$ cat config.mk
export PLATFORM = sky130hd
export DESIGN_NAME = utf8_byte_stream_decoder_core_flat
export DESIGN_NICKNAME = d
export VERILOG_FILES = /design/src/hw/rtl/u8dec_pkg.sv /design/src/hw/rtl/u8dec_byte_if.sv /design/src/hw/rtl/u8dec_result_if.sv /design/src/hw/rtl/u8dec_step.sv /design/src/hw/rtl/utf8_byte_stream_decoder_core.sv /design/src/flat_wrapper.sv
export SDC_FILE = /design/constraint.sdc
export NUM_CORES = 1
export LEC_CHECK = 0
export ABC_AREA = 1
export BUFFER_PORTS_ARGS = -buffer_cell sky130_fd_sc_hd__buf_4
export CORE_MARGIN = 8
export CORE_UTILIZATION = 58
export DETAILED_ROUTE_END_ITERATION = 16
export PLACE_DENSITY = 0.85
export SLEW_MARGIN = 20
export SYNTH_ARGS = -nofsm -noshare
export SYNTH_HDL_FRONTEND = slang
export SYNTH_SLANG_ARGS = --single-unit
$ cat constraint.sdc
create_clock -name clk -period 4.25 [get_ports clk]
set_input_delay 0.425 -clock clk [delete_from_list [all_inputs] [get_ports clk]]
set_output_delay 0.425 -clock clk [all_outputs]
set_load 0.02 [all_outputs]
$ cat src/hw/rtl/u8dec_pkg.sv
// Package for the UTF-8 byte stream decoder: result status codes, widths,
// the byte order mark value and the decoder state record.
// Depends on nothing; every other file of the decoder imports it.
`default_nettype none

package u8dec_pkg;

	localparam int unsigned BYTE_W = 8;
	localparam int unsigned CP_W   = 21;

	// Code point of the byte order mark.
	localparam logic [CP_W-1:0] MARK_VALUE = CP_W'(21'h00FEFF);

	// Result status codes.
	typedef enum logic [1:0] {
		ST_PENDING = 2'd0,
		ST_EMIT    = 2'd1,
		ST_MARK    = 2'd2,
		ST_ERROR   = 2'd3
	} status_t;

	// Decoder state carried from one byte to the next.
	typedef struct packed {
		logic [1:0]      bytes_remaining;
		logic [CP_W-1:0] partial_value;
		logic            mark_seen;
		logic            anything_emitted;
	} dec_state_t;

	// One result item.
	typedef struct packed {
		status_t         status;
		logic [CP_W-1:0] code_point;
	} result_t;

endpackage

`default_nettype wire

$ cat src/hw/rtl/u8dec_byte_if.sv
// Valid/ready channel that carries one raw byte of the UTF-8 stream per item.
// Depends on u8dec_pkg for the byte width.
`default_nettype none

interface u8dec_byte_if
	import u8dec_pkg::*;
();
	logic              valid;
	logic              ready;
	logic [BYTE_W-1:0] in_byte;

	modport source (output valid, output in_byte, input ready);
	modport sink (input valid, input in_byte, output ready);
endinterface

`default_nettype wire

$ cat src/hw/rtl/u8dec_result_if.sv
// Valid/ready channel that carries one decoder result item: status and code point.
// Depends on u8dec_pkg for the status type and code point width.
`default_nettype none

interface u8dec_result_if
	import u8dec_pkg::*;
();
	logic            valid;
	logic            ready;
	status_t         status;
	logic [CP_W-1:0] code_point;

	modport source (output valid, output status, output code_point, input ready);
	modport sink (input valid, input status, input code_point, output ready);
endinterface

`default_nettype wire

$ cat src/hw/rtl/u8dec_step.sv
// Combinational decode step: from the current state and one byte, works out
// the next state and the result item. Depends on u8dec_pkg.
`default_nettype none

module u8dec_step
	import u8dec_pkg::*;
(
	input  wire dec_state_t        cur,
	input  wire logic [BYTE_W-1:0] in_byte,
	output dec_state_t             nxt,
	output result_t                res
);

	logic [CP_W-1:0] shifted;
	logic            is_cont;

	// Continuation bytes look like 10xxxxxx and bring six payload bits.
	assign is_cont = (in_byte[7:6] == 2'b10);
	assign shifted = {cur.partial_value[CP_W-7:0], in_byte[5:0]};

	always_comb begin
		nxt            = cur;
		res.status     = ST_PENDING;
		res.code_point = '0;
		if (cur.bytes_remaining == 2'd0) begin
			// No sequence open: classify the lead byte.
			priority casez (in_byte)
				8'b0???????: begin
					nxt.anything_emitted = 1'b1;
					res.status           = ST_EMIT;
					res.code_point       = CP_W'(in_byte[6:0]);
				end
				8'b110?????: begin
					nxt.bytes_remaining = 2'd1;
					nxt.partial_value   = CP_W'(in_byte[4:0]);
				end
				8'b1110????: begin
					nxt.bytes_remaining = 2'd2;
					nxt.partial_value   = CP_W'(in_byte[3:0]);
				end
				8'b11110???: begin
					nxt.bytes_remaining = 2'd3;
					nxt.partial_value   = CP_W'(in_byte[2:0]);
				end
				default: begin
					// Stray continuation or invalid lead byte.
					nxt.partial_value = '0;
					res.status        = ST_ERROR;
				end
			endcase
		end else if (!is_cont) begin
			// Missing continuation: drop the sequence and the byte.
			nxt.bytes_remaining = 2'd0;
			nxt.partial_value   = '0;
			res.status          = ST_ERROR;
		end else if (cur.bytes_remaining != 2'd1) begin
			nxt.bytes_remaining = cur.bytes_remaining - 2'd1;
			nxt.partial_value   = shifted;
		end else begin
			// Last byte of the sequence: emit, or handle the byte order mark.
			nxt.bytes_remaining = 2'd0;
			nxt.partial_value   = '0;
			if (shifted == MARK_VALUE) begin
				if (cur.anything_emitted || cur.mark_seen) begin
					res.status = ST_ERROR;
				end else begin
					nxt.mark_seen = 1'b1;
					res.status    = ST_MARK;
				end
			end else begin
				nxt.anything_emitted = 1'b1;
				res.status           = ST_EMIT;
				res.code_point       = shifted;
			end
		end
	end

endmodule

`default_nettype wire

$ cat src/hw/rtl/utf8_byte_stream_decoder_core.sv
// UTF-8 byte stream decoder, top level. Depends on u8dec_pkg, u8dec_byte_if,
// u8dec_result_if and u8dec_step.
// The result of a byte is registered and offered in the cycle after the byte is
// accepted. Throughput: one byte per cycle while results are taken; the single
// decode step and result register take a new byte while the previous is taken.
// Reset clears the decoder state, both flags and the result valid flag.
`default_nettype none

module utf8_byte_stream_decoder_core
	import u8dec_pkg::*;
(
	input  wire logic      clk,
	input  wire logic      arst_n,
	u8dec_byte_if.sink     bytes,
	u8dec_result_if.source results
);

	dec_state_t state_q;
	dec_state_t state_nxt;
	result_t    res_nxt;
	result_t    res_q;
	logic       res_valid_q;
	logic       take;

	// A byte is taken whenever the result register is empty or being drained.
	assign bytes.ready = !res_valid_q || results.ready;
	assign take        = bytes.valid && bytes.ready;

	u8dec_step u_step (
		.cur     (state_q),
		.in_byte (bytes.in_byte),
		.nxt     (state_nxt),
		.res     (res_nxt)
	);

	// Decoder state and result valid flag.
	always_ff @(posedge clk or negedge arst_n) begin
		if (!arst_n) begin
			state_q     <= '0;
			res_valid_q <= 1'b0;
		end else begin
			if (take) begin
				state_q <= state_nxt;
			end
			if (take) begin
				res_valid_q <= 1'b1;
			end else if (results.ready) begin
				res_valid_q <= 1'b0;
			end
		end
	end

	// Result payload register.
	always_ff @(posedge clk) begin
		if (take) begin
			res_q <= res_nxt;
		end
	end

	assign results.valid      = res_valid_q;
	assign results.status     = res_q.status;
	assign results.code_point = res_q.code_point;

endmodule

`default_nettype wire
$ cat src/flat_wrapper.sv
// flat-port wrapper written by rule: the top's interface ports become plain ports
module utf8_byte_stream_decoder_core_flat import u8dec_pkg::*;
  (clk, arst_n, bytes_valid, bytes_in_byte, bytes_ready, results_valid, results_status, results_code_point, results_ready);
  u8dec_byte_if bytes_i ();
  u8dec_result_if results_i ();
  input  wire logic clk;
  input  wire logic arst_n;
  input wire logic [$bits(bytes_i.valid)-1:0] bytes_valid;
  input wire logic [$bits(bytes_i.in_byte)-1:0] bytes_in_byte;
  output wire logic [$bits(bytes_i.ready)-1:0] bytes_ready;
  output wire logic [$bits(results_i.valid)-1:0] results_valid;
  output wire logic [$bits(results_i.status)-1:0] results_status;
  output wire logic [$bits(results_i.code_point)-1:0] results_code_point;
  input wire logic [$bits(results_i.ready)-1:0] results_ready;
  assign bytes_i.valid = bytes_valid;
  assign bytes_i.in_byte = bytes_in_byte;
  assign bytes_ready = bytes_i.ready;
  assign results_valid = results_i.valid;
  assign results_status = results_i.status;
  assign results_code_point = results_i.code_point;
  assign results_i.ready = results_ready;
  utf8_byte_stream_decoder_core u_core (.clk(clk), .arst_n(arst_n), .bytes(bytes_i), .results(results_i));
endmodule
==> flow_summary.json <==
{
  "finalNonFillerCells": 284,
  "slew_viol_final": 0,
  "ant_nets": 0,
  "nets": 251,
  "synth_top_area_cell": "edfxtp_1",
  "cp-end-kind": "flop",
  "grt_use_total_pct": 15.53,
  "synthCells": 196,
  "path_max_fanout": 19,
  "viasPerCell": 5.327,
  "synth_area_leaders": "edfxtp_1, dfrtp_1, inv_1, nand2_1, nor2_1",
  "required_ns": 4.53,
  "p_leak_uw": 0.001058,
  "synth_fp_nets": 210,
  "avgSynthCellArea_um2": 10.10,
  "seq_power_share_pct": 46.4,
  "timing.rr.start": "u_core.state_q[23]",
  "grt_max_degree": 24,
  "status": "completed",
  "utilization_pct": 71.39,
  "endpoint": "u_core.state_q[14]",
  "wirelength_um": 3952,
  "synth_edf_count": 23,
  "start_kind": "flop",
  "post_cts_buffers": 0,
  "synth_area_mm2": 0.001979,
  "cts_inserted_buffers": 5,
  "ys_ff_latch": 43,
  "final_hold_viol_count": 0,
  "tightest_slew_ns": 0.8967,
  "area_growth_pct": 19.41,
  "ys_async_sr_fraction_pct": 46.51,
  "port_buffers": 36,
  "switchingPower_uw": 387.3,
  "drt_iter0_drc": 108,
  "switching_share_pct": 34.58,
  "antenna_found_initial": 0,
  "start_util_pct": 59.79,
  "htreeDepth": 2,
  "p_int_uw": 732.7,
  "synth_top_area_share_pct": 34.89,
  "max_clock_freq_mhz": 530.0,
  "clk_pin_slew_worst_paths_ns": 0.12,
  "place_inst": 275,
  "grt_pass1_wl_um": 6444,
  "cp.arrival_ns": 2.16,
  "drc": 0,
  "finalSetupViolations": 0,
  "reg2reg_setup_slack_ns": 2.36,
  "hp-class": "in2reg",
  "max_slew_margin_pct": 40.15,
  "fin_worst_skew_ns": 0.007014,
  "tritoncts": "built",
  "min_period_ns": 1.887,
  "yosys_warnings": 0,
  "r2r-end": "u_core.state_q[14]",
  "cts-root-buf": "clkbuf_4",
  "cap_violations": 0,
  "min_from": "bytes_in_byte[1]",
  "die_area_mm2": 0.005538,
  "diodes": 0,
  "core_area_mm2": 0.003311,
  "vdd_drop_max_mv": 0.2775,
  "grt.overflow.total": 0,
  "clockPowerShare_pct": 22.5,
  "hpwlAfterDp_um": 2852,
  "clk_latency_ns": 0.35,
  "synth_cell_type_count": 26,
  "p_comb_share_pct": 31.1,
  "grt_pass1_vias": 1492,
  "drive_gt1_share_pct": 26.89,
  "dr_total_vias": 1513,
  "power_density_mw_per_mm2": 473.8,
  "clock-sinks": 43,
  "firstDrtPassIters": 4,
  "rr_worst_depth": 7,
  "startpoint": "u_core.state_q[23]",
  "die_x_um": 74.42,
  "clockBufferDepth": 2,
  "gp_congestion": 0.9189,
  "rows": 21,
  "path_class": "reg2reg",
  "rsz0062_at_grt": "no",
  "period_share_pct": 44.39,
  "wire_per_inst_um": 13.92,
  "num_io_pins": 37,
  "synth_ff_type": "edfxtp_1",
  "die_h_um": 74.42,
  "tns_ns": 0,
  "synth_sequential_area_ratio_pct": 60.18
}
what timing repair did:
item | CTS | global route
hold buffers | 1 | 0
gates resized for setup | 0 | 0
endpoints found under the hold margin | 20 | 0
worst min path at each step:
stage	end	slack [ns]	depth (start not counted)
3_3_place_gp	u_core.state_q[23]	0.32	1
2_1_floorplan	u_core.results.valid	0.13	0
4_1_cts	u_core.state_q[3]	0.29	3
3_5_place_dp	u_core.state_q[23]	0.32	1
5_1_grt	u_core.state_q[4]	0.30	3
6_report	u_core.state_q[3]	0.30	3
per-layer routing:
layer  routed length [um]  GRT usage, %
met4                  125         10.00
met5                    0             0
met2                 2025         25.75
met1                 1535         16.32
met3                  266         5.526
placed cells by master, fill, tap and decap left out, types with 2 or more instances in the layout:
master     n
nor2_4     3
nor2_1    26
edfxtp_1  23
o21ai_0    9
ha_1       2
buf_4     36
a21oi_2    5
inv_1     35
clkbuf_4   5
nand3_4    2
dfrtp_1   20
o22ai_1   11
a21oi_1    2
inv_2      4
nand2_1   32
clkinv_2   2
nand2_2    2
nand3_1    7
o21ai_1    2
synth_stat cells, types with 2 or more instances:
library cell and n:
a21oi_1 2, a21oi_2 5, buf_6 2, dfrtp_1 20
edfxtp_1 23, ha_1 2, inv_1 35, inv_2 4
nand2_1 32, nand2_2 2, nand3_1 7, nand3_4 2
nor2_1 26, nor2_4 3, o21ai_0 9, o21ai_1 2
o22ai_1 11
registers in the layout (all words and copies together), names as in the netlist:
name	count
u_core.state_q	19
u_core.results.status	2
u_core.results.code_point	21
u_core.results.valid	1
area by class of cell:
cell class | count | area, um^2
flip-flops and latches | 43 | 1191
inverters | 40 | 151.4
fillers | 265 | 947.2
multi-input cells | 110 | 606.8
well taps | 46 | 57.56
clock buffers | 5 | 37.54
clock inverters | 3 | 38.79
repair buffers | 37 | 280.3
power groups by stage:
stage	sequential (uW)	combinational [uW]	clock [uW]
finish	520	348	252
floorplan	555	221	0
global route	525	381	271
global placement	526	335	0
detailed placement	528	346	0
CTS	519	348	256
cell families after synthesis:
kind of cell | after synthesis | share of synthesized area, %
simple gates | 76 | 18.77
buf+inv | 43 | 9.165
flops | 43 | 60.18
compound gates | 32 | 10.62
fa+ha+maj | 2 | 1.264
critical path, stage by stage, from the launching register on:
cell and delay [ns]:
dfrtp_1 0.40, inv_1 0.08, ha_1 0.27, inv_2 0.20
nor2_4 0.07, nor2_4 0.38, nand3_4 0.22, o22ai_1 0.18
per-stage QoR:
stage | total power [uW] | setup slack (ns) | area, um^2 | hold slack [ns]
floorplan | 776.5 | 2.523 | 1979 | 0.1294
global placement | 861.1 | 2.455 | 2277 | 0.3204
detailed placement | 874.2 | 2.383 | 2277 | 0.3231
CTS | 1123 | 2.372 | 2364 | 0.2905
global route | 1177 | 2.242 | 2364 | 0.2967
finish | 1120 | 2.363 | 2364 | 0.3048
Power figures use the tool's default switching activity.
